--- src/hw/rtl/h4d_pkg.sv ---
// H4 deframer package: packet type and verdict codes, magic table, result beat struct.
// No dependencies.
`timescale 1ns / 1ps

package h4d_pkg;

  localparam logic [2:0] TYPE_NONE  = 3'd0;
  localparam logic [2:0] TYPE_CMD   = 3'd1;
  localparam logic [2:0] TYPE_ACL   = 3'd2;
  localparam logic [2:0] TYPE_SCO   = 3'd3;
  localparam logic [2:0] TYPE_EVT   = 3'd4;
  localparam logic [2:0] TYPE_NEG   = 3'd6;
  localparam logic [2:0] TYPE_ALIVE = 3'd7;

  localparam logic [3:0] VERD_FORWARD    = 4'd0;
  localparam logic [3:0] VERD_VEND_ACK   = 4'd1;
  localparam logic [3:0] VERD_VEND_UNK   = 4'd2;
  localparam logic [3:0] VERD_NEG_OK     = 4'd3;
  localparam logic [3:0] VERD_NEG_BAD    = 4'd4;
  localparam logic [3:0] VERD_ALIVE_OK   = 4'd5;
  localparam logic [3:0] VERD_ALIVE_BAD  = 4'd6;
  localparam logic [3:0] VERD_HOST_EVT   = 4'd7;
  localparam logic [3:0] VERD_DROPPED    = 4'd8;

  localparam int unsigned IDX_W = 17;
  localparam int unsigned HDR_W = 9;

  localparam logic [HDR_W-1:0] HDR_UNKNOWN = '1;
  localparam logic [IDX_W-1:0] PKT_UNKNOWN = '1;

  localparam logic [15:0] OPC_VENDOR_PAD = 16'hfc00;
  localparam logic [5:0]  OGF_VENDOR     = 6'h3f;
  localparam logic [9:0]  OCF_ACK_A      = 10'h10c;
  localparam logic [9:0]  OCF_ACK_B      = 10'h12b;
  localparam logic [7:0]  ALIVE_BYTE2    = 8'h55;
  localparam logic [7:0]  ALIVE_BYTE3    = 8'h00;
  localparam logic [HDR_W-1:0] NEG_MAGIC_LEN = 9'd12;

  typedef struct packed {
    logic [7:0]       byte_out;
    logic [2:0]       packet_type;
    logic [IDX_W-1:0] byte_index;
    logic             in_header;
    logic             is_last;
    logic [3:0]       verdict;
  } result_t;

  function automatic logic [7:0] neg_magic(input logic [3:0] pos);
    logic [7:0] val;
    case (pos)
      4'd0:    val = 8'h06;
      4'd1:    val = 8'h0a;
      4'd2:    val = 8'h00;
      4'd3:    val = 8'ha0;
      4'd4:    val = 8'h01;
      4'd5:    val = 8'h00;
      4'd6:    val = 8'h00;
      4'd7:    val = 8'h4c;
      4'd8:    val = 8'h00;
      4'd9:    val = 8'h96;
      4'd10:   val = 8'h00;
      4'd11:   val = 8'h00;
      default: val = 8'h00;
    endcase
    return val;
  endfunction

  function automatic logic known_type(input logic [7:0] b);
    return b == 8'(TYPE_CMD) || b == 8'(TYPE_ACL) || b == 8'(TYPE_SCO) ||
           b == 8'(TYPE_EVT) || b == 8'(TYPE_NEG) || b == 8'(TYPE_ALIVE);
  endfunction

endpackage

--- src/hw/rtl/h4d_decoder.sv ---
// H4 deframer packet tracker: per-packet state registers and the byte decode.
// Depends on h4d_pkg.
`timescale 1ns / 1ps

module h4d_decoder (
  input  logic             clk,
  input  logic             rst_n,
  input  logic             adv,
  input  logic [7:0]       data_byte,
  output h4d_pkg::result_t res
);
  import h4d_pkg::*;

  logic [IDX_W-1:0] cnt_r, cnt_nxt;
  logic [2:0]       type_r, type_nxt;
  logic [HDR_W-1:0] hdr_r, hdr_nxt;
  logic [IDX_W-1:0] pkt_r, pkt_nxt;
  logic [15:0]      opc_r, opc_nxt;
  logic [7:0]       len_lo_r, len_lo_nxt;
  logic             magic_r, magic_nxt;
  logic             alive_r, alive_nxt;

  logic [IDX_W:0]   n_ext;
  logic [15:0]      dlen;
  logic [8:0]       pad_len;
  logic             first;
  logic             last;
  logic [3:0]       verd;

  assign first   = (cnt_r == '0);
  assign n_ext   = {1'b0, cnt_r} + 18'd1;
  assign pad_len = ({1'b0, data_byte} + 9'd1) & ~9'd1;

  always_comb begin
    type_nxt   = type_r;
    hdr_nxt    = hdr_r;
    pkt_nxt    = pkt_r;
    opc_nxt    = opc_r;
    len_lo_nxt = len_lo_r;
    magic_nxt  = magic_r;
    alive_nxt  = alive_r;
    dlen       = '0;
    if (first) begin
      type_nxt   = data_byte[2:0];
      hdr_nxt    = HDR_UNKNOWN;
      pkt_nxt    = PKT_UNKNOWN;
      opc_nxt    = '0;
      len_lo_nxt = '0;
      magic_nxt  = (data_byte == neg_magic(4'd0));
      alive_nxt  = 1'b1;
    end else begin
      if (cnt_r == 17'd1) opc_nxt[7:0] = data_byte;
      if (cnt_r == 17'd2) opc_nxt[15:8] = data_byte;
      if (cnt_r == 17'd3) len_lo_nxt = data_byte;
      if (cnt_r >= 17'd12 || data_byte != neg_magic(cnt_r[3:0])) magic_nxt = 1'b0;
      if ((cnt_r == 17'd2 && data_byte != ALIVE_BYTE2) ||
          (cnt_r == 17'd3 && data_byte != ALIVE_BYTE3)) alive_nxt = 1'b0;
      if (cnt_r == 17'd1) begin
        case (type_r)
          TYPE_CMD: hdr_nxt = 9'd4;
          TYPE_EVT: hdr_nxt = 9'd3;
          TYPE_ACL: hdr_nxt = 9'd5;
          TYPE_SCO: hdr_nxt = 9'd4;
          TYPE_NEG: hdr_nxt = {1'b0, data_byte} + 9'd2;
          default:  hdr_nxt = 9'd4;
        endcase
      end
      case (type_r)
        TYPE_CMD: dlen = (opc_nxt == OPC_VENDOR_PAD) ? {7'd0, pad_len} : {8'd0, data_byte};
        TYPE_EVT: dlen = {8'd0, data_byte};
        TYPE_ACL: dlen = {data_byte, len_lo_nxt};
        TYPE_SCO: dlen = {8'd0, data_byte};
        default:  dlen = '0;
      endcase
      if (n_ext == {9'd0, hdr_nxt}) pkt_nxt = {8'd0, hdr_nxt} + {1'b0, dlen};
    end
  end

  assign last = !first && (n_ext == {1'b0, pkt_nxt});

  always_comb begin
    case (type_r)
      TYPE_CMD: begin
        if (opc_nxt[15:10] == OGF_VENDOR) begin
          verd = (opc_nxt[9:0] == OCF_ACK_A || opc_nxt[9:0] == OCF_ACK_B) ?
                 VERD_VEND_ACK : VERD_VEND_UNK;
        end else begin
          verd = VERD_FORWARD;
        end
      end
      TYPE_EVT:   verd = VERD_HOST_EVT;
      TYPE_NEG:   verd = (hdr_nxt == NEG_MAGIC_LEN && magic_nxt) ? VERD_NEG_OK : VERD_NEG_BAD;
      TYPE_ALIVE: verd = alive_nxt ? VERD_ALIVE_OK : VERD_ALIVE_BAD;
      default:    verd = VERD_FORWARD;
    endcase
  end

  always_comb begin
    res.byte_out   = data_byte;
    res.byte_index = cnt_r;
    if (first) begin
      res.in_header = 1'b1;
      if (known_type(data_byte)) begin
        res.packet_type = data_byte[2:0];
        res.is_last     = 1'b0;
        res.verdict     = VERD_FORWARD;
      end else begin
        res.packet_type = TYPE_NONE;
        res.is_last     = 1'b1;
        res.verdict     = VERD_DROPPED;
      end
    end else begin
      res.packet_type = type_r;
      res.in_header   = (cnt_r < {8'd0, hdr_nxt});
      res.is_last     = last;
      res.verdict     = last ? verd : VERD_FORWARD;
    end
  end

  always_comb begin
    if (first) begin
      cnt_nxt = known_type(data_byte) ? 17'd1 : '0;
    end else if (last) begin
      cnt_nxt = '0;
    end else begin
      cnt_nxt = n_ext[IDX_W-1:0];
    end
  end

  always_ff @(posedge clk) begin
    if (!rst_n) begin
      cnt_r    <= '0;
      type_r   <= TYPE_NONE;
      hdr_r    <= HDR_UNKNOWN;
      pkt_r    <= PKT_UNKNOWN;
      opc_r    <= '0;
      len_lo_r <= '0;
      magic_r  <= 1'b1;
      alive_r  <= 1'b1;
    end else if (adv) begin
      cnt_r <= cnt_nxt;
      // drop an unknown type byte without touching packet state
      if (!first || known_type(data_byte)) begin
        type_r   <= type_nxt;
        hdr_r    <= hdr_nxt;
        pkt_r    <= pkt_nxt;
        opc_r    <= opc_nxt;
        len_lo_r <= len_lo_nxt;
        magic_r  <= magic_nxt;
        alive_r  <= alive_nxt;
      end
    end
  end

  a_last_restarts: assert property (@(posedge clk) disable iff (!rst_n)
    adv && res.is_last |=> cnt_r == '0)
    else $error("count not cleared after last beat");

  a_verdict_on_last: assert property (@(posedge clk) disable iff (!rst_n)
    res.verdict != VERD_FORWARD |-> res.is_last)
    else $error("verdict on a beat that is not last");

  a_drop_keeps_idle: assert property (@(posedge clk) disable iff (!rst_n)
    adv && res.verdict == VERD_DROPPED |=> cnt_r == '0 && $stable(type_r))
    else $error("dropped byte changed packet state");

endmodule

--- src/hw/rtl/h4_uart_packet_deframer.sv ---
// H4 UART packet deframer top: input register, packet decoder, result register.
// Depends on h4d_pkg and h4d_decoder.
//
//   channel | ports                               | dir | handshake
//   input   | in_data_byte                        | in  | in_valid / in_ready
//   result  | out_byte_out .. out_verdict         | out | out_valid / out_ready
//
// One beat per cycle sustained while out_ready stays high; an accepted byte goes first into
// the input register, then is decoded into the result register, from which it leaves.
// The input register drains whenever the result register is empty or being taken,
// so a stall on the result side backs up one beat before in_ready drops.
// rst_n is synchronous: both registers go empty and the decoder waits for a type byte.
`timescale 1ns / 1ps

module h4_uart_packet_deframer (
  input  logic                      clk,
  input  logic                      rst_n,
  input  logic                      in_valid,
  output logic                      in_ready,
  input  logic [7:0]                in_data_byte,
  output logic                      out_valid,
  input  logic                      out_ready,
  output logic [7:0]                out_byte_out,
  output logic [2:0]                out_packet_type,
  output logic [h4d_pkg::IDX_W-1:0] out_byte_index,
  output logic                      out_in_header,
  output logic                      out_is_last,
  output logic [3:0]                out_verdict
);
  import h4d_pkg::*;

  logic       s1_valid_r, s1_valid_nxt;
  logic [7:0] s1_data_r;
  logic       out_valid_r, out_valid_nxt;
  result_t    out_r;
  result_t    res;
  logic       s2_free;
  logic       adv;
  logic       in_fire;

  assign s2_free  = !out_valid_r || out_ready;
  assign in_ready = !s1_valid_r || s2_free;
  assign adv      = s1_valid_r && s2_free;
  assign in_fire  = in_valid && in_ready;

  h4d_decoder u_dec (
    .clk       (clk),
    .rst_n     (rst_n),
    .adv       (adv),
    .data_byte (s1_data_r),
    .res       (res)
  );

  always_comb begin
    if (in_fire) begin
      s1_valid_nxt = 1'b1;
    end else if (adv) begin
      s1_valid_nxt = 1'b0;
    end else begin
      s1_valid_nxt = s1_valid_r;
    end
    if (adv) begin
      out_valid_nxt = 1'b1;
    end else if (out_ready) begin
      out_valid_nxt = 1'b0;
    end else begin
      out_valid_nxt = out_valid_r;
    end
  end

  always_ff @(posedge clk) begin
    if (!rst_n) begin
      s1_valid_r  <= 1'b0;
      out_valid_r <= 1'b0;
    end else begin
      s1_valid_r  <= s1_valid_nxt;
      out_valid_r <= out_valid_nxt;
    end
  end

  always_ff @(posedge clk) begin
    if (in_fire) s1_data_r <= in_data_byte;
    if (adv) out_r <= res;
  end

  assign out_valid       = out_valid_r;
  assign out_byte_out    = out_r.byte_out;
  assign out_packet_type = out_r.packet_type;
  assign out_byte_index  = out_r.byte_index;
  assign out_in_header   = out_r.in_header;
  assign out_is_last     = out_r.is_last;
  assign out_verdict     = out_r.verdict;

  a_hold_input_beat: assert property (@(posedge clk) disable iff (!rst_n)
    s1_valid_r && !s2_free |=> s1_valid_r && $stable(s1_data_r))
    else $error("input register lost a beat under stall");

  a_adv_loads_out: assert property (@(posedge clk) disable iff (!rst_n)
    adv |=> out_valid_r)
    else $error("decoded beat not loaded into result register");

  a_reset_empty: assert property (@(posedge clk)
    !rst_n |=> !s1_valid_r && !out_valid_r)
    else $error("registers not empty after reset");

endmodule

--- config.mk ---
export PLATFORM = sky130hd
export DESIGN_NAME = h4_uart_packet_deframer
export DESIGN_NICKNAME = d
export VERILOG_FILES = /design/src/hw/rtl/h4d_pkg.sv /design/src/hw/rtl/h4d_decoder.sv /design/src/hw/rtl/h4_uart_packet_deframer.sv
export SDC_FILE = /design/constraint.sdc
export NUM_CORES = 1
export LEC_CHECK = 0
export ABC_AREA = 0
export BUFFER_PORTS_ARGS = -buffer_cell sky130_fd_sc_hd__buf_2
export CAP_MARGIN = 20
export CORE_MARGIN = 1.5
export CORE_UTILIZATION = 25
export DETAILED_ROUTE_END_ITERATION = 8
export PLACE_DENSITY = 0.43
export SLEW_MARGIN = 20
export SYNTH_ARGS = -nofsm -noshare
export SYNTH_HDL_FRONTEND = slang
export SYNTH_SLANG_ARGS = --single-unit
--- constraint.sdc ---
create_clock -name clk -period 18.15 [get_ports clk]
set_clock_uncertainty 0.1 [all_clocks]
set_input_delay 3.63 -clock clk [delete_from_list [all_inputs] [get_ports clk]]
set_output_delay 3.63 -clock clk [all_outputs]
set_load 0.03 [all_outputs]
======== Yosys cells after proc, flatten, opt, wreduce, memory -nomap -nowiden ========
Memories as Yosys holds them, arrays and structs flattened. A register that Yosys moved wholly into a read port is not among the register bits.
Cells that the tools add are included.
storage, ports and cells
  register bits after elaboration ......... 116
  ROM bits ................................ 128
  input port bits ......................... 12
  output and inout bits ................... 36
  word-level logic and storage cells ...... 115
  memories kept ........................... 1
memories
  name              words  width  rd ports  clocked after memory_dff  wr ports  RTL line       source
  (name not given)  16     8      1         1                         0         h4d_pkg.sv:50  case (pos)
operators by class
  add/sub/neg operators ................... 4
  $lt $le $gt $ge ......................... 2
  equal/unequal tests ..................... 24
  mux-type cells .......................... 40
  reduce and logical (&&, ||, !) cells .... 27
operators with widths
  kind                     number
  $mux W17                 4
  $mux W8                  7
  $pmux W16 S3             1
  $mux W9                  4
  $eq A17 B2 Y1 const B    2
  $mux W16                 2
  $pmux W9 S3              1
  $eq A8 B3 Y1 const B     3
  $eq A10 B9 Y1 const B    2
  $add A17 B1 Y18 const B  1
  $eq A18 B17 Y1           1
  $eq A18 B9 Y1            1
  $add A9 B16 Y17          1
  $eq A17 B1 Y1 const B    1
  $ge A17 B4 Y1 const B    1
  $logic_not A17 Y1        1
  $lt A17 B9 Y1            1
  $eq A16 B16 Y1 const B   1
  $eq A8 B2 Y1 const B     2
  $mux W4                  4
  $pmux W4 S4              1
  $logic_or A1 B1 Y1       11
  $mux W5                  2
  $add A8 B1 Y9 const B    1
  other kinds (19)         41

======== Longest topological paths before layout ========
Gate-level depths: netlist of the first run.
  depth after elaboration ................. 16
  gate-level depth with buffers ........... 28
  depth with buffers taken out ............ 27

======== By module ========
Synthesis of the first run repeated with hierarchy kept, for this count alone.
unflattened totals
  cell total of the unflattened synthesis .. 884
  area total of the unflattened synthesis .. 7622.3 µm²
modules (own cells, without submodules)
  module                   times used  cells an instance  area an instance (µm²)  seq. area each (µm²)
  h4d_decoder              1           833                6257.3                  1601.5
  h4_uart_packet_deframer  1           51                 1365.1                  1301.2

======== Least setup slack after synthesis of the first run ========
Ideal clock, no wire load.
  path type ............................... input-to-output
  start ................................... in out_ready
  end ..................................... out in_ready
  data arrival time ....................... 4.034 ns
  required time ........................... 14.420 ns
  slack ................................... 10.386 ns
  stages on the path ...................... 2
  path buffers ............................ 0
  cells stage by stage .................... nor2b_1 nand2_1
between the ends
  cells in the longest elaborated chain, start to end .. 2
RTL lines
  item                RTL line                       source
  start, declared     h4_uart_packet_deframer.sv:22  input logic out_ready,
  $logic_or A1 B1 Y1  h4_uart_packet_deframer.sv:41  assign s2_free = !out_valid_r || out_ready;
  $logic_or A1 B1 Y1  h4_uart_packet_deframer.sv:42  assign in_ready = !s1_valid_r || s2_free;
  end, declared       h4_uart_packet_deframer.sv:19  output logic in_ready,
Every way passes these cells.

======== Final worst setup path of the first run ========
Same ends and word-level chain as after synthesis.

==> qor.yml, run 1 <==
drt-pass1-iter-count: 5
seq_area_frac_synth_pct: 36.73
clk_pin_slew_ns: 0.06
syn2layout_area_growth_pct: 16.00
async_reset_ff_share_pct: 0
drc_errors: 0
grt_max_degree: 78
relSlewSlack_pct: 37.57
placed_area_um2: 8524
viasPerCell: 5.212
fin_setup_tns_ns: 0
synth_area_leaders: "dfxtp_1 (21%), edfxtp_1 (16%), xnor2_1 (5.0%), nand2_1 (4.4%), ha_1 (4.1%)"
io_buffers: 47
tightest_slew_ns: 0.9302
cp-start-kind: "input port"
layout_min_cycle_time_ns: 7.933
post-route-cell-area_um2: 9169
cts_made_buffers: 17
syn_area_um2: 7904
initial_core_util_pct: 25.64
slew_viol_final: 0
antenna_found_initial: 0
syn_inst: 896
path_max_fanout: 4
cts_buffer_depth: 2
syn_area_per_cell_um2: 8.821
post_cts_buffers: 0
yosys-top-cells-count: "nand2_1 (93), dfxtp_1 (82), nor2_1 (60), xnor2_1 (45), clkbuf_1 (44)"
antennaDiodeCount: 0
hold_viol: 0
ys_warn_count: 0
gp_congestion: 0.8701
fmaxAchievable_mhz: 126.1
die_y_um: 180.8
ys_types: 86
rsz0062_at_grt: "false"
yosysMostFrequentCell: "nand2_1"
clkSinkCount: 124
slowest_delay_ns: 0.20
ctsHtreeMaxLevel: 4
clk_latency_ns: 0.43
setup_violations: 0
critical_path_class: "in2out"
period_share_pct: 43.71
ir_drop_uv: 60.07
drive_above_1_share_pct: 14.45
floorplan.die_area_um2: 32690
hold_path_class: "reg2reg"
drt_iter0_drc: 504
cp.arrival_ns: 4.20
ios: 48
routed_wl_mm: 26.75
cts-root-buf: "clkbuf_16"
nets: 960
postCtsResizedCells: 0
powerDensity_nw_per_um2: 77.79
dieWidth_um: 180.8
synth_edf_count: 42
hold_buffers: 0
antenna_left: 0
end_kind: "primary output"
worst_slack_ns: 10.22
grt-ovfl-total: 0
crit_chain: "buf_2 > nor2b_1 > nand2_1 > buf_2"
num_vias: 6932
dp_worst_setup_slack_ns: 10.23
grt_pass1_wl_mm: 41.81
grt_usage_pct: 16.77
synth_fp_nets: 935
slowest_stage: "nor2b_1"
leakage_nw: 3.176
wl_per_cell_um: 20.11
outcome: "complete, no violations"
synth_top_area_cell: "dfxtp_1"
synth-main-ff-cell: "dfxtp_1"
tritoncts: "yes"
core.rowCount: 64
post-dp-hpwl_mm: 18.92
cpMostUsedCell: "buf_2"
grt_pass1_vias: 6817
cp.required_ns: 14.42
synth_top_area_share_pct: 20.77
drv_cap: 0
ys_ff_latch: 124
core-area_um2: 30830
==> critical path, delay by kind of cell <==
family	cells	cell delay (ns)
buffers and inverters	2	0.28
AND/OR/NAND/NOR	2	0.29
==> power by group <==
| part | internal, mW | leakage [nW] | switching [mW] |
|---|---|---|---|
| logic | 0.0111 | 1.82 | 0.0294 |
| clock network | 0.239 | 0.313 | 0.140 |
| registers | 0.291 | 1.05 | 0.00203 |
| total | 0.542 | 3.18 | 0.172 |
==> final timing paths <==
check	start	endpoint	slack, ns	cells after the start
max	out_ready	in_ready	10.22	4
min	u_dec.hdr_r[6]	u_dec.hdr_r[6]	0.39	2
max reg2reg	u_dec.cnt_r[0]	register	10.36	25
min reg2reg	u_dec.hdr_r[6]	u_dec.hdr_r[6]	0.39	2
==> cell families (layout without fill, tap and decap cells) <==
family | count (synthesis) | after routing | share of synthesized area (%)
buf+inv | 82 | 120 | 4.242
simple gates | 353 | 353 | 24.95
fa+ha+maj | 27 | 27 | 4.369
flops | 124 | 124 | 36.73
xor+xnor | 62 | 62 | 6.870
mux | 25 | 25 | 3.261
compound gates | 223 | 223 | 19.58
==> layout make-up <==
cell class / instances / area (µm²)
clock buffer: 20 / 456.7
clock inverter: 12 / 187.7
fill: 3261 / 21660
inverter: 23 / 86.33
multi-input combinational: 690 / 4669
sequential: 124 / 2903
tap: 396 / 495.5
timing repair buffer: 65 / 370.4
==> metal layers <==
layer / track usage [%] / share of wire [%] / up-vias
met4: 5.244 / 2.0 / 0
met3: 3.386 / 4.4 / 30
li1: - / - / 3345
met1: 22.28 / 46 / 3367
met5: 0 / 0 / -
met2: 27.24 / 47 / 190
==> state kept, by name, indices dropped and copies added (netlist names), 3 cells and up, named ones only <==
| name | cells |
|---|---|
| out_byte_index | 17 |
| out_byte_out | 8 |
| out_packet_type | 3 |
| out_verdict | 4 |
| s1_data_r | 8 |
| u_dec.cnt_r | 17 |
| u_dec.hdr_r | 9 |
| u_dec.len_lo_r | 8 |
| u_dec.opc_r | 16 |
| u_dec.pkt_r | 17 |
| u_dec.type_r | 3 |
==> layout by cell type, fill, tap and decap left out, types with 10 or more instances in the layout <==
cell / n
a21o_1: 13
xor2_1: 17
nor3_1: 17
nor2b_1: 37
nor2_1: 60
nor4_1: 11
mux2i_1: 19
ha_1: 26
buf_4: 18
buf_2: 47
xnor2_1: 45
inv_1: 22
a21oi_1: 32
o22ai_1: 31
nand3_1: 24
nand2_1: 93
o21ai_0: 41
clkbuf_16: 17
a22oi_1: 27
and3_1: 10
nand2b_1: 11
nand4_1: 15
edfxtp_1: 42
dfxtp_1: 82
and2_1: 23
==> through the flow <==
stage	instances	util, %	hold slack, ns	total power [mW]
floorplan	896	-	0.3029	0.3251
global placement	1298	27.65	0.3632	0.3405
detailed placement	1298	27.65	0.3665	0.3401
CTS	1330	29.74	0.3836	0.7224
global route	1330	29.74	0.4100	0.7367
finish	1330	29.74	0.3902	0.7132
Note: power is estimated with default switching activity, not from simulation.
==> run 2: changes to the inputs <==
--- a/config.mk
+++ b/config.mk
@@ -11,7 +11,7 @@
 export CORE_MARGIN = 1.5
 export CORE_UTILIZATION = 25
 export DETAILED_ROUTE_END_ITERATION = 8
-export PLACE_DENSITY = 0.43
+export PLACE_DENSITY = 0.44
 export SLEW_MARGIN = 20
 export SYNTH_ARGS = -nofsm -noshare
 export SYNTH_HDL_FRONTEND = slang
==> constraint.sdc (replaced) <==
create_clock -name clk -period 7.1 [get_ports clk]
set_clock_uncertainty 0.1 [all_clocks]
set_input_delay 1.42 -clock clk [delete_from_list [all_inputs] [get_ports clk]]
set_output_delay 1.42 -clock clk [all_outputs]
set_load 0.03 [all_outputs]
==> qor.yml, run 2 (synthesized netlist as in run 1, its figures left out) <==
slew_viol_final: 0
hold_path_class: "reg2reg"
outcome: "complete, no violations"
post-dp-hpwl_mm: 20.00
grt_max_degree: 78
use_met2_pct: 27.14
antenna_found_initial: 0
grt-ovfl-total: 0
powerDensity_nw_per_um2: 186.1
io_buffers: 47
core-area_um2: 30830
layout_min_cycle_time_ns: 6.637
wl_per_cell_um: 20.51
use_met1_pct: 22.84
clkSinkCount: 124
relSlewSlack_pct: 37.63
path_max_fanout: 8
core.rowCount: 64
drc_errors: 0
drt-pass1-iter-count: 5
grt_pass1_vias: 6819
antenna_left: 0
period_share_pct: 93.48
drv_cap: 0
clk_latency_ns: 0.43
final_common_cell: "nand2_1"
fmaxAchievable_mhz: 150.7
layout_common_cells: "nand2_1 (93), dfxtp_1 (82), nor2_1 (60)"
floorplan.die_area_um2: 32690
grt_pass1_wl_mm: 42.31
cp.arrival_ns: 6.80
dieWidth_um: 180.8
ctsHtreeMaxLevel: 4
end_kind: "register"
cts-root-buf: "clkbuf_16"
drt_iter0_drc: 571
initial_core_util_pct: 25.64
critical_path_class: "reg2reg"
gp_congestion: 0.8510
cp.required_ns: 7.27
syn2layout_area_growth_pct: 18.24
cts_buffer_depth: 2
drive_above_1_share_pct: 17.27
slowest_delay_ns: 0.47
ir_drop_uv: 157.9
clk_pin_slew_ns: 0.07
tritoncts: "yes"
cp-start-kind: "register"
tightest_slew_ns: 0.9293
grt_usage_pct: 17.03
nets: 987
fin_util_pct: 30.31
hold_viol: 0
whs_ns: 0.3948
cts_made_buffers: 17
setup_violations: 0
total_power_mw: 1.739
die_y_um: 180.8
viasPerCell: 5.250
leakage_nw: 3.307
num_vias: 7124
slowest_stage: "nor4_2"
grt_util_met3_pct: 3.024
top_usage_layer: "met2"
antennaDiodeCount: 0
num-fill-cells: 3212
routed_wl_mm: 27.83
hold_buffers: 0
ios: 48
## run 2: final cells by class
| class | count | area, µm² | share of cell area (%) |
|---|---|---|---|
| clock buffers | 17 | 425.4 | 4.552 |
| clock inverters | 15 | 160.2 | 1.714 |
| inverters | 23 | 86.33 | 0.9238 |
| multi-input cells | 690 | 4702 | 50.31 |
| flip-flops and latches | 124 | 2903 | 31.06 |
| well taps | 396 | 495.5 | 5.302 |
| repair buffers | 92 | 573.1 | 6.132 |
## run 2: worst paths after layout
check | from | to | slack, ns | depth (start not counted)
max reg2reg | u_dec.cnt_r[5] | register | 0.46 | 26
min reg2reg | u_dec.hdr_r[2] | u_dec.hdr_r[2] | 0.39 | 2
min | u_dec.hdr_r[2] | u_dec.hdr_r[2] | 0.39 | 2
max | u_dec.cnt_r[5] | register | 0.46 | 26
## run 2: worst max-delay path: cells and delay by family (launching register included)
kind,cells,cell delay (ns)
DFF,1,0.32
buffers and inverters,2,0.42
xor gates and xnor gates,3,0.48
AOI/OAI and AO/OA,10,2.20
and+or+nand+nor,10,2.52
adders and majority gates,1,0.42
## run 2: layer usage
metal	part of all wire [%]	wire, µm
met1	46	12860
met2	46	12810
met3	4.8	1338
met4	3.0	822
met5	0	0
## run 2: through the flow
| step | TNS (ns) | std cells | area (µm²) | worst slack [ns] |
|---|---|---|---|---|
| 3_3_place_gp | 0 | 1321 | 8693 | 0.4592 |
| 3_5_place_dp | 0 | 1321 | 8693 | 0.4181 |
| 6_report | 0 | 1357 | 9345 | 0.4626 |
| 5_1_grt | -0.005365 | 1357 | 9345 | -0.003328 |
| 4_1_cts | 0 | 1353 | 9279 | 0.3654 |
| 2_1_floorplan | 0 | 896 | 7904 | 0.7912 |
## run 2: report_power, final
part,switching [mW],internal (mW),total (mW)
Sequential,0.00565,0.745,0.750
Combinational,0.0757,0.0290,0.105
Clock,0.410,0.475,0.884
## run 2: repair_timing
| item | CTS | global route |
|---|---|---|
| buffers inserted | 0 | 4 |
| setup endpoints to repair | 0 | 18 |
| endpoints found under the hold margin | 0 | 0 |
| resized for setup | 0 | 6 |
==> run 3: changes to the inputs <==
--- a/config.mk
+++ b/config.mk
@@ -6,12 +6,12 @@
 export NUM_CORES = 1
 export LEC_CHECK = 0
 export ABC_AREA = 0
-export BUFFER_PORTS_ARGS = -buffer_cell sky130_fd_sc_hd__buf_2
 export CAP_MARGIN = 20
 export CORE_MARGIN = 1.5
 export CORE_UTILIZATION = 25
 export DETAILED_ROUTE_END_ITERATION = 8
-export PLACE_DENSITY = 0.44
+export DONT_BUFFER_PORTS = 1
+export PLACE_DENSITY = 0.43
 export SLEW_MARGIN = 20
 export SYNTH_ARGS = -nofsm -noshare
 export SYNTH_HDL_FRONTEND = slang
==> qor.yml, run 3 (synthesized netlist as in run 1, its figures left out) <==
grt-ovfl-total: 0
core-area_um2: 30830
clockPowerShare_pct: 52.3
wl_met1_mm: 12.38
powerDensity_nw_per_um2: 193.1
p_seq_share_pct: 43.6
drt-pass1-iter-count: 5
core.rowCount: 64
post-dp-hpwl_mm: 20.05
hold_path_class: "reg2reg"
gp_congestion: 0.8536
end_kind: "register"
grt_max_degree: 78
cp.arrival_ns: 6.93
final_common_cell: "nand2_1"
viasPerCell: 5.299
floorplan.die_area_um2: 32690
power_frac_comb_pct: 4.0
cts_made_buffers: 17
clk_pin_slew_ns: 0.06
syn2layout_area_growth_pct: 15.50
hold_viol: 0
ir_drop_uv: 150.9
cts-root-buf: "clkbuf_16"
io_buffers: 0
slowest_stage: "nor4_4"
drc_errors: 0
cp.required_ns: 7.32
wl_per_cell_um: 21.44
setup_violations: 0
ios: 48
outcome: "complete, no violations"
post-route-cell-area_um2: 9129
clk_latency_ns: 0.43
drive_above_1_share_pct: 12.58
relSlewSlack_pct: 33.61
tritoncts: "yes"
switching_power_mw: 0.4476
layout_min_cycle_time_ns: 6.710
grt_pass1_wl_mm: 42.64
drv_cap: 0
wl_met3_mm: 1.491
sw_frac_of_total_pct: 25.39
ctsHtreeMaxLevel: 4
dieWidth_um: 180.8
slew_viol_final: 0
fmaxAchievable_mhz: 149.0
critical_path_class: "reg2reg"
path_max_fanout: 8
placed_area_um2: 8458
routed_wl_mm: 28.09
antenna_left: 0
grt_usage_pct: 17.19
period_share_pct: 94.51
initial_core_util_pct: 25.64
die_y_um: 180.8
wl_met2_mm: 13.58
num_vias: 6942
total_power_mw: 1.763
slowest_delay_ns: 0.45
p_int_mw: 1.315
tightest_slew_ns: 0.9893
cpMostUsedCell: "buf_4"
rsz0062_at_grt: "false"
highest_layer: "met4"
drt_iter0_drc: 514
leakage_nw: 3.139
antennaDiodeCount: 0
antenna_found_initial: 0
layout_common_cells: "nand2_1 (93), dfxtp_1 (82), nor2_1 (60)"
grt_pass1_vias: 6746
cp-start-kind: "register"
clkSinkCount: 124
fin_setup_tns_ns: 0
nets: 940
cts_buffer_depth: 2
[run 3: area by class of cell]
| type | instances | area [µm²] |
|---|---|---|
| Clock buffer | 19 | 454.2 |
| Clock inverter | 13 | 153.9 |
| Fill cell | 3228 | 21700 |
| Inverter | 23 | 86.33 |
| Multi-Input combinational cell | 690 | 4698 |
| Sequential cell | 124 | 2903 |
| Tap cell | 396 | 495.5 |
| Timing Repair Buffer | 45 | 337.8 |
[run 3: what timing repair did]
item	in CTS	in global routing
endpoints found under the hold margin	0	0
setup endpoints to repair	0	13
buffers inserted	0	4
resized for setup	0	4
hold buffers	0	0
[run 3: layer usage]
metal,track usage (%),vias to the layer above
li1,-,3304
met3,3.104,37
met4,6.017,0
met2,28.36,228
met5,0,-
met1,22.48,3373
[run 3: critical path, delay by kind of cell (launching register included)]
| kind | cells | cell delay (ns) |
|---|---|---|
| AND/OR/NAND/NOR | 11 | 2.21 |
| adder cells (fa/ha/maj) | 2 | 0.62 |
| buffers and inverters | 3 | 0.59 |
| AO/OA/AOI/OAI | 11 | 2.54 |
| XOR/XNOR | 1 | 0.11 |
| flip-flops | 1 | 0.41 |
[run 3: power groups by stage]
stage	clock network (mW)	registers, mW	logic, mW
finish	0.923	0.769	0.0712
global route	0.978	0.770	0.0764
CTS	0.941	0.769	0.0713
detailed placement	0	0.785	0.0709
global placement	0	0.785	0.0711
floorplan	0	0.782	0.0487
[run 3: worst paths after layout]
path              depth (start not counted)       endpoint           start  slack [ns]
hold reg to reg                           2  u_dec.magic_r   u_dec.magic_r        0.39
setup reg to reg                         28       register  u_dec.cnt_r[5]        0.39
setup / recovery                         28       register  u_dec.cnt_r[5]        0.39
hold / removal                            2  u_dec.magic_r   u_dec.magic_r        0.39
[run 3: through the flow]
stage | setup slack [ns] | std cells | util [%] | hold WS, ns
CTS | 0.2941 | 1306 | 29.41 | 0.3849
global placement | 0.3826 | 1274 | 27.44 | 0.3633
finish | 0.3898 | 1310 | 29.61 | 0.3852
floorplan | 0.7912 | 896 | - | 0.3029
detailed placement | 0.3232 | 1274 | 27.44 | 0.3640
global route | 0.03723 | 1310 | 29.61 | 0.4126
